`config.mk`:
```
export PLATFORM = sky130hd
export DESIGN_NAME = seasonal_trapezoid_envelope
export DESIGN_NICKNAME = d
export VERILOG_FILES = /design/src/ste_pkg.sv /design/src/seasonal_trapezoid_envelope.sv
export SDC_FILE = /design/constraint.sdc
export NUM_CORES = 2
export LEC_CHECK = 0
export BUFFER_PORTS_ARGS = -buffer_cell sky130_fd_sc_hd__buf_4
export CORE_AREA = 2 2 283 285
export CTS_BUF_LIST = sky130_fd_sc_hd__clkbuf_4 sky130_fd_sc_hd__clkbuf_8
export DETAILED_ROUTE_END_ITERATION = 8
export DIE_AREA = 0 0 285 287
export PLACE_DENSITY = 0.89
export SLEW_MARGIN = 0
export SYNTH_ARGS = -nofsm -noshare
export SYNTH_HDL_FRONTEND = slang
export SYNTH_SLANG_ARGS = --single-unit
```
`constraint.sdc`:
```
create_clock -name clk -period 6.1 [get_ports clk]
set_clock_uncertainty 0.15 [all_clocks]
set_input_delay 0.61 -clock clk [delete_from_list [all_inputs] [get_ports clk]]
set_output_delay 0.61 -clock clk [all_outputs]
set_load 0.02 [all_outputs]
```
`src/ste_pkg.sv`:
```
package ste_pkg;

  // fixed widths of the day count, of the configuration registers and of the bus port
  localparam int DAY_W  = 31;
  localparam int REG_W  = 9;
  localparam int ADDR_W = 4;
  localparam int DATA_W = 32;

  // signed width for day arithmetic on register values (ramps may overrun the year)
  localparam int SW = REG_W + 3;

  localparam logic [REG_W-1:0] REG_RESET = REG_W'(2);

  typedef enum logic [1:0] {
    REG_RAMP_UP    = 2'd0,
    REG_RAMP_DOWN  = 2'd1,
    REG_CUTOFF     = 2'd2,
    REG_PEAK_START = 2'd3
  } cfg_reg_t;

  typedef enum logic [1:0] {
    PH_ZERO = 2'd0,
    PH_UP   = 2'd1,
    PH_PEAK = 2'd2,
    PH_DOWN = 2'd3
  } phase_t;

  // comparisons of the day of year against the derived season points
  typedef struct packed {
    logic rise_in_year;   // rise starts after day 0
    logic n_ge_psu;
    logic n_lt_ps;
    logic n_le_pe;
    logic n_le_perd;
    logic n_lt_perdd;
    logic n_ge_psud;
    logic ps_ge_pe;
    logic ps_gt_pe;
    logic perd_lt_d;
  } cmp_t;

endpackage

```
`src/seasonal_trapezoid_envelope.sv`:
```
// Yearly trapezoid envelope.
// Input: pulse start with a day count on in_sim_day; busy is always low, so a
// word can be started on every clock cycle.
// Output: out_valid is high for one cycle with out_amplitude (unsigned,
// FRACTION_BITS fraction bits, full scale is 1.0) and out_phase
// (zero, ramping up, plateau, ramping down). The receiver cannot stall the
// block and needs no flow control: every word is delivered exactly once.
// Throughput is one word per cycle.
// The pipeline is six stages of day reduction and season decoding (reciprocal
// multiply, correction, compares, numerator select) followed by one stage per
// fraction bit of a restoring divider for the ramp slopes.
// Configuration goes through the APB-style port: rise length at 0x0,
// fall length at 0x4, dead days per year at 0x8 and peak_start at 0xC, 9 bits
// each. Write only while no word is in flight. Derived season points are
// registered in turn behind the configuration registers.
// Reset clears the pipeline valid bits and sets every configuration register to 2.
module seasonal_trapezoid_envelope #(
  parameter int DAYS_PER_YEAR = 365,
  parameter int FRACTION_BITS = 16
) (
  input  logic                          clk,
  input  logic                          rst_n,
  input  logic                          start,
  output logic                          busy,
  input  logic [ste_pkg::DAY_W-1:0]     in_sim_day,
  output logic                          out_valid,
  output logic [FRACTION_BITS:0]        out_amplitude,
  output logic [1:0]                    out_phase,
  input  logic                          psel,
  input  logic                          penable,
  input  logic                          pwrite,
  input  logic [ste_pkg::ADDR_W-1:0]    paddr,
  input  logic [ste_pkg::DATA_W-1:0]    pwdata,
  output logic [ste_pkg::DATA_W-1:0]    prdata,
  output logic                          pready
);

  localparam int DW    = ste_pkg::DAY_W;
  localparam int CW    = ste_pkg::REG_W;
  localparam int SW    = ste_pkg::SW;
  localparam int XW    = ste_pkg::DATA_W;
  localparam int NB    = $clog2(DAYS_PER_YEAR);
  localparam int RMW   = NB + 1;
  localparam int RSH   = DW + NB;
  localparam int RCP_W = DW + 1;
  localparam int PW    = DW + RCP_W;
  localparam int FB    = FRACTION_BITS;
  localparam int AW    = FB + 1;

  localparam logic [RCP_W-1:0]     RCP = RCP_W'((64'd1 << RSH) / DAYS_PER_YEAR);
  localparam logic signed [SW-1:0] DS  = SW'(DAYS_PER_YEAR);
  localparam logic [RMW-1:0]       DR  = RMW'(DAYS_PER_YEAR);
  localparam logic [AW-1:0]        AMP_ONE = {1'b1, {FB{1'b0}}};

  function automatic logic signed [SW-1:0] ext_cfg(input logic [CW-1:0] v);
    return $signed({{(SW-CW){1'b0}}, v});
  endfunction

  // configuration registers
  logic [CW-1:0] ramp_up_r, fall_len_r, cutoff_r, peak_start_r;
  logic          wr_en;

  assign wr_en  = psel && penable && pwrite && pready;
  assign pready = 1'b1;
  assign busy   = 1'b0;

  always_ff @(posedge clk) begin
    if (!rst_n) begin
      ramp_up_r    <= ste_pkg::REG_RESET;
      fall_len_r   <= ste_pkg::REG_RESET;
      cutoff_r     <= ste_pkg::REG_RESET;
      peak_start_r <= ste_pkg::REG_RESET;
    end else if (wr_en) begin
      case (ste_pkg::cfg_reg_t'(paddr[3:2]))
        ste_pkg::REG_RAMP_UP:    ramp_up_r    <= pwdata[CW-1:0];
        ste_pkg::REG_RAMP_DOWN:  fall_len_r   <= pwdata[CW-1:0];
        ste_pkg::REG_CUTOFF:     cutoff_r     <= pwdata[CW-1:0];
        ste_pkg::REG_PEAK_START: peak_start_r <= pwdata[CW-1:0];
        default: ;
      endcase
    end
  end

  always_comb begin
    case (ste_pkg::cfg_reg_t'(paddr[3:2]))
      ste_pkg::REG_RAMP_UP:    prdata = XW'(ramp_up_r);
      ste_pkg::REG_RAMP_DOWN:  prdata = XW'(fall_len_r);
      ste_pkg::REG_CUTOFF:     prdata = XW'(cutoff_r);
      ste_pkg::REG_PEAK_START: prdata = XW'(peak_start_r);
      default:                 prdata = '0;
    endcase
  end

  // derived season points, three register levels behind the configuration
  logic signed [SW-1:0] ps_a_r, sum_a_r, psru_a_r;
  logic signed [SW-1:0] ps_r, psu_r, psud_r, pe_raw_r, perd_raw_r;
  logic signed [SW-1:0] pe_r, perd_r, perdd_r, ps_c_r;
  logic signed [SW-1:0] ps_a_nxt;

  always_comb begin
    ps_a_nxt = ext_cfg(peak_start_r);
    if (ps_a_nxt > DS) ps_a_nxt = ps_a_nxt - DS;
  end

  always_ff @(posedge clk) begin
    ps_a_r   <= ps_a_nxt;
    sum_a_r  <= ext_cfg(ramp_up_r) + ext_cfg(fall_len_r) + ext_cfg(cutoff_r);
    psru_a_r <= ext_cfg(ramp_up_r) + ext_cfg(cutoff_r);

    ps_r       <= ps_a_r;
    psu_r      <= ps_a_r - ext_cfg(ramp_up_r);
    psud_r     <= ps_a_r - ext_cfg(ramp_up_r) + DS;
    pe_raw_r   <= ps_a_r + DS - sum_a_r;
    perd_raw_r <= ps_a_r + DS - psru_a_r;

    ps_c_r <= ps_r;
    if (pe_raw_r > DS) begin
      pe_r    <= pe_raw_r - DS;
      perd_r  <= perd_raw_r - DS;
      perdd_r <= perd_raw_r - DS - DS;
    end else begin
      pe_r    <= pe_raw_r;
      perd_r  <= perd_raw_r;
      perdd_r <= perd_raw_r - DS;
    end
  end

  // S1: capture
  logic          v1_r;
  logic [DW-1:0] x1_r;
  // S2: quotient by reciprocal multiply
  logic          v2_r;
  logic [DW-1:0] x2_r;
  logic [RMW-1:0] q2_r;
  logic [PW-1:0] prod;
  // S3: raw remainder, below twice the year
  logic           v3_r;
  logic [RMW-1:0] r3_r;
  // S4: day of year
  logic          v4_r;
  logic [NB-1:0] n4_r;
  // S5: compares
  logic          v5_r;
  logic [NB-1:0] n5_r;
  ste_pkg::cmp_t c5_r, c5_nxt;
  logic signed [SW-1:0] sn4, sn5;
  // S6: phase and divider operands
  logic            v6_r;
  logic [CW-1:0]   num6_r, dv6_r;
  logic            top6_r;
  ste_pkg::phase_t ph6_r, ph6_nxt;
  logic signed [SW-1:0] base6, diff6;

  assign prod = {{RCP_W{1'b0}}, x1_r} * {{DW{1'b0}}, RCP};
  assign sn4  = $signed({{(SW-NB){1'b0}}, n4_r});
  assign sn5  = $signed({{(SW-NB){1'b0}}, n5_r});

  always_comb begin
    c5_nxt.rise_in_year = psu_r > 0;
    c5_nxt.n_ge_psu     = sn4 >= psu_r;
    c5_nxt.n_lt_ps      = sn4 < ps_c_r;
    c5_nxt.n_le_pe      = sn4 <= pe_r;
    c5_nxt.n_le_perd    = sn4 <= perd_r;
    c5_nxt.n_lt_perdd   = sn4 < perdd_r;
    c5_nxt.n_ge_psud    = sn4 >= psud_r;
    c5_nxt.ps_ge_pe     = ps_c_r >= pe_r;
    c5_nxt.ps_gt_pe     = ps_c_r > pe_r;
    c5_nxt.perd_lt_d    = perd_r < DS;
  end

  // season decode, in the priority order of the two rise cases
  always_comb begin
    ph6_nxt = ste_pkg::PH_ZERO;
    base6   = psu_r;
    if (c5_r.rise_in_year) begin
      if (c5_r.n_ge_psu && c5_r.n_lt_ps) begin
        ph6_nxt = ste_pkg::PH_UP;
      end else if (c5_r.ps_ge_pe && (!c5_r.n_lt_ps || c5_r.n_le_pe)) begin
        ph6_nxt = ste_pkg::PH_PEAK;
      end else if (!c5_r.ps_ge_pe && !c5_r.n_lt_ps && c5_r.n_le_pe) begin
        ph6_nxt = ste_pkg::PH_PEAK;
      end else if (c5_r.perd_lt_d && !c5_r.n_le_pe && c5_r.n_le_perd) begin
        ph6_nxt = ste_pkg::PH_DOWN;
        base6   = perd_r;
      end else if (!c5_r.perd_lt_d && (!c5_r.n_le_pe || c5_r.n_lt_perdd)) begin
        ph6_nxt = ste_pkg::PH_DOWN;
        // the part after the year start wins
        base6   = c5_r.n_lt_perdd ? perdd_r : perd_r;
      end
    end else begin
      if (c5_r.n_ge_psud) begin
        ph6_nxt = ste_pkg::PH_UP;
        base6   = psud_r;
      end else if (c5_r.n_lt_ps) begin
        ph6_nxt = ste_pkg::PH_UP;
      end
      if (c5_r.ps_gt_pe && (!c5_r.n_lt_ps || c5_r.n_le_pe)) begin
        ph6_nxt = ste_pkg::PH_PEAK;
      end else if (!c5_r.ps_ge_pe && !c5_r.n_lt_ps && c5_r.n_le_pe) begin
        ph6_nxt = ste_pkg::PH_PEAK;
      end else if (!c5_r.n_le_pe && c5_r.n_le_perd) begin
        ph6_nxt = ste_pkg::PH_DOWN;
        base6   = perd_r;
      end
    end
    // rise counts days from its start, fall counts days left to its end
    if (ph6_nxt == ste_pkg::PH_UP) diff6 = sn5 - base6;
    else                           diff6 = base6 - sn5;
  end

  always_ff @(posedge clk) begin
    if (!rst_n) begin
      v1_r <= 1'b0;
      v2_r <= 1'b0;
      v3_r <= 1'b0;
      v4_r <= 1'b0;
      v5_r <= 1'b0;
      v6_r <= 1'b0;
    end else begin
      v1_r <= start && !busy;
      v2_r <= v1_r;
      v3_r <= v2_r;
      v4_r <= v3_r;
      v5_r <= v4_r;
      v6_r <= v5_r;
    end
  end

  always_ff @(posedge clk) begin
    x1_r <= in_sim_day;
    x2_r <= x1_r;
    q2_r <= prod[RSH+RMW-1:RSH];
    r3_r <= x2_r[RMW-1:0] - RMW'(q2_r * DR);
    n4_r <= (r3_r >= DR) ? NB'(r3_r - DR) : NB'(r3_r);
    n5_r <= n4_r;
    c5_r <= c5_nxt;
    ph6_r  <= ph6_nxt;
    num6_r <= diff6[CW-1:0];
    dv6_r  <= (ph6_nxt == ste_pkg::PH_UP) ? ramp_up_r : fall_len_r;
    // a fall whose wrapped part starts right at the year start is at full level
    top6_r <= (ph6_nxt == ste_pkg::PH_DOWN) && (diff6 == ext_cfg(fall_len_r));
  end

  // restoring divider, one quotient bit per stage; numerator is below divisor
  logic            dvld_r [FB];
  logic [CW-1:0]   drem_r [FB];
  logic [CW-1:0]   ddv_r  [FB];
  logic [FB-1:0]   dq_r   [FB];
  logic            dtop_r [FB];
  ste_pkg::phase_t dph_r  [FB];

  for (genvar g = 0; g < FB; g++) begin : g_div
    logic            vld_in;
    logic [CW-1:0]   rem_in, dv_in;
    logic [FB-1:0]   q_in;
    logic            top_in;
    ste_pkg::phase_t ph_in;
    logic [CW:0]     r2, diff;
    logic            take;

    if (g == 0) begin : g_first
      assign vld_in = v6_r;
      assign rem_in = num6_r;
      assign dv_in  = dv6_r;
      assign q_in   = '0;
      assign top_in = top6_r;
      assign ph_in  = ph6_r;
    end else begin : g_next
      assign vld_in = dvld_r[g-1];
      assign rem_in = drem_r[g-1];
      assign dv_in  = ddv_r[g-1];
      assign q_in   = dq_r[g-1];
      assign top_in = dtop_r[g-1];
      assign ph_in  = dph_r[g-1];
    end

    assign r2   = {rem_in, 1'b0};
    assign take = r2 >= {1'b0, dv_in};
    assign diff = r2 - {1'b0, dv_in};

    always_ff @(posedge clk) begin
      if (!rst_n) dvld_r[g] <= 1'b0;
      else        dvld_r[g] <= vld_in;
    end

    always_ff @(posedge clk) begin
      drem_r[g] <= take ? diff[CW-1:0] : r2[CW-1:0];
      ddv_r[g]  <= dv_in;
      dq_r[g]   <= {q_in[FB-2:0], take};
      dtop_r[g] <= top_in;
      dph_r[g]  <= ph_in;
    end
  end

  // output word
  logic            out_valid_r;
  logic [AW-1:0]   out_amplitude_r, amp_nxt;
  ste_pkg::phase_t out_phase_r;

  always_comb begin
    case (dph_r[FB-1])
      ste_pkg::PH_PEAK: amp_nxt = AMP_ONE;
      ste_pkg::PH_UP,
      ste_pkg::PH_DOWN: amp_nxt = dtop_r[FB-1] ? AMP_ONE : {1'b0, dq_r[FB-1]};
      default:          amp_nxt = '0;
    endcase
  end

  always_ff @(posedge clk) begin
    if (!rst_n) out_valid_r <= 1'b0;
    else        out_valid_r <= dvld_r[FB-1];
  end

  always_ff @(posedge clk) begin
    out_amplitude_r <= amp_nxt;
    out_phase_r     <= dph_r[FB-1];
  end

  assign out_valid     = out_valid_r;
  assign out_amplitude = out_amplitude_r;
  assign out_phase     = out_phase_r;

endmodule
```
==> summary.md <==
| Metric | Value |
|---|---|
| Post-Syn Area | 0.04606 mm^2 |
| Critical Path Start Type | flip-flop |
| CP Depth | 21 |
| Starting Density | 0.5859 |
| Failing checks | DRC, setup timing |
| Setup crit end kind | flip-flop |
| Layout overhead on the synthesized area | 15.65% |
| Core Util, Final | 0.6776 |
| M2 GR Usage | 0.4594 |
| Met3 Use GR | 0.04413 |
| Fmax | 155.3 MHz |
| Most frequent CP cell | fa_1 |
| CTS tree | yes |
| Depth of the most critical reg-to-reg path | 21 |
| Syn Inst Count | 4524 |
| Final setup margin | -0.3377 ns |
| Gr usage total | 0.2593 |
| Share of cells above drive strength 1 | 0.1520 |
| Antenna viol nets, final | 0 |
| Status | complete, but fails checks |
| Post-layout nets | 5992 |
| CP peak stage delay | 0.59 ns |
| Data arrival time of the worst path | 6.92 ns |
| RSZ-0062 raised after global routing | yes |
| Largest net degree at the start of global routing | 60 |
| R2r endpoint | q2_r[7] |
| Worst-path cell chain | fa_1, inv_2, fa_2, fa_2, fa_2, inv_2, fa_1, fa_1, inv_1, fa_1, inv_2, ha_4, a21o_1, a21o_1, a211o_1, nor3b_2, nor2_2, o31ai_4, a211o_1, buf_4, xor2_1 |
| First-pass GRT wire length | 170.8 mm |
| Clock tree buffer depth | 3 |
| Final GP Congestion | 1.011 |
| Crit Reg-Reg Startpoint | x1_r[24] |
| 1st-pass router iterations | 7 |
| Tcrit/Tclk final | 1.055 |
| Via density | 5.300 |
| # DRC | 1 |
| EDFF count, synth | 0 |
| WL/cell | 17.39 um |
| Most Crowded Layer GR | met2 |
| CTS Sinks | 776 |
| Setup Viol. Count Final | 8 |
| Worst Tran Pin Value | 1.022 ns |
| Core footprint | 0.07861 mm^2 |
| Worst-Skew Late Latency | 0.77 ns |
| Buffers & Inverters on Critical Path | 5 |
| Final max-slew violation count | 0 |
| Synth warn | 0 |
| Synthesis-stage register bit count | 776 |
| Max cap viols | 0 |
| 1st-iter DRT viols | 1913 |
| Ys async rst share | 0 |
| Slowest CP cell | fa_2 |
| Netlist cell types | 77 |
| Vias in the first global route | 34315 |
| Average size of a mapped cell | 10.18 um^2 |
| I/O Pins | 127 |
| Ys flop type | dfxtp_1 |
| R2R setup slack | -0.34 ns |
| Total Wirelength | 105.9 mm |
| Post-route minimum period | 6.438 ns |
| Die ar. | 0.08180 mm^2 |
| CTS clk-pin slew, worst paths | 0.07 ns |
| Worst-path fanout max | 5 |
| Final Hold Viols | 0 |
| Seq/Total Area, Yosys | 0.3373 |
| CP delay by family, top | adder cells |
| IO buf count | 76 |
| Chip Height | 287 um |
| M1 GR Usage | 0.3031 |
| Htree depth | 3 |
| CTS root buffer | clkbuf_8 |
| Total gr overflow | 0 |
| CP Capture Point | q2_r[7] |
| Total Negative Setup Slacks | -2.103 ns |
| Worst Setup SP | x1_r[24] |
| Class of the worst hold path | in2reg |
| Initial antenna violation count | 1 |
| Critical Path RT | 6.58 ns |
| CTS Buf Count | 121 |
| Slew headroom | 0.3162 |
| # rows | 103 |
| DIE WIDTH | 285 um |
| Via count | 32280 |
| Setup Crit Path Kind | reg2reg |
| DP Wirelength | 79.37 mm |
## layout by cell type (no fill, tap or decap), types with 56 or more instances in the layout
| cell | instances |
|---|---|
| a21o_1 | 168 |
| a21oi_1 | 209 |
| and2_1 | 56 |
| buf_4 | 291 |
| clkbuf_8 | 153 |
| dfxtp_1 | 755 |
| fa_1 | 369 |
| ha_1 | 554 |
| inv_1 | 927 |
| inv_2 | 56 |
| nand2_1 | 93 |
| nand2b_1 | 72 |
| nor2_1 | 198 |
| nor2b_1 | 96 |
| o21ai_0 | 114 |
| xnor2_1 | 169 |
| xor2_1 | 74 |
## flip-flops by register name (all words and copies together) (netlist names), 16 cells and up
| signal | count |
|---|---|
| dq_r | 136 |
| ddv_r | 135 |
| drem_r | 135 |
| dph_r | 32 |
| x1_r | 31 |
| out_amplitude | 17 |
| dtop_r | 16 |
| dvld_r | 16 |
## cells in the mapped netlist (all sizes together), types with 7 or more instances
library cell | instances | area [um^2]
ha | 571 | 7144
xor2 | 74 | 648.1
a21boi | 10 | 75.07
a22oi | 7 | 52.55
o211a | 16 | 160.2
a211oi | 27 | 207.7
nand4 | 47 | 294.0
o21a | 31 | 232.7
o211ai | 17 | 127.6
mux4 | 9 | 202.7
fa | 402 | 8048
buf | 31 | 214.0
nor2 | 205 | 769.5
nor2b | 96 | 600.6
a21o | 169 | 1269
o21ai | 126 | 630.6
xnor2 | 169 | 1480
o21bai | 13 | 97.59
o22ai | 14 | 87.58
nand2 | 98 | 375.4
a31oi | 12 | 75.07
mux2i | 47 | 483.0
and3 | 7 | 43.79
dfxtp | 776 | 15530
and2 | 56 | 350.3
mux2 | 35 | 394.1
clkbuf | 44 | 165.2
a21oi | 219 | 1096
nand2b | 72 | 450.4
or2 | 8 | 50.05
nand3 | 17 | 85.08
nor3 | 26 | 130.1
inv | 991 | 3720
## worst min path at each step
stage | start | end | slack, ns | depth (start not counted)
2_1_floorplan | g_div[0].ph_in[0] | dph_r[0][0] | 0.16 | 0
3_3_place_gp | dq_r[1][97] | dq_r[1][114] | 0.16 | 0
3_5_place_dp | dph_r[0][1] | dph_r[0][3] | 0.16 | 0
4_1_cts | rst_n | peak_start_r[1] | 0.02 | 2
5_1_grt | rst_n | peak_start_r[1] | 0.09 | 2
6_report | rst_n | peak_start_r[1] | 0.08 | 2
## kinds of logic after synthesis
kind of cell / after synthesis / synth area share
and+or+nand+nor: 667 / 0.07417
muxes: 91 / 0.02344
xor gates and xnor gates: 248 / 0.04871
DFF: 776 / 0.3373
AOI/OAI and AO/OA: 701 / 0.09736
other: 2 / 0.0001631
buffers and inverters: 1066 / 0.08900
adders and majority gates: 973 / 0.3299
## routing by layer
layer,part of all wire,vias up
met1,0.39,15380
li1,-,15251
met4,0.060,0
met3,0.065,435
met2,0.49,1214
met5,0,-
## through the flow
| stage | hold WS, ns | std cells | setup slack, ns | cell area (um^2) |
|---|---|---|---|---|
| 6_report | 0.07934 | 6091 | -0.3377 | 53260 |
| 5_1_grt | 0.08978 | 6091 | -0.5043 | 53260 |
| 4_1_cts | 0.02218 | 6076 | -0.2607 | 52880 |
| 3_5_place_dp | 0.1621 | 5805 | -0.5369 | 49270 |
| 3_3_place_gp | 0.1608 | 5805 | -0.3173 | 49270 |
| 2_1_floorplan | 0.1596 | 4547 | -0.009374 | 46190 |
## final cells by class
cell class / instances / area, um^2
antenna: 1 / 2.502
clock inverter: 34 / 419.2
multi-input combinational: 2705 / 27050
fill: 5496 / 25350
timing repair buffer: 351 / 2830
sequential: 776 / 15580
inverter: 991 / 3740
clock buffer: 183 / 2331
tap: 1050 / 1314
## what timing repair did
| item | 4_1_cts | 5_1_grt |
|---|---|---|
| resized for setup | 93 | 110 |
| hold endpoints to repair | 64 | 0 |
| hold buffers | 41 | 0 |
| setup endpoints to repair | 10 | 10 |
| buffers inserted | 14 | 14 |
| pin swaps | 94 | 111 |
Power is left out: the tool's default activity adds up to more than one toggle a clock period on the data nets, which glitch-free logic cannot reach.
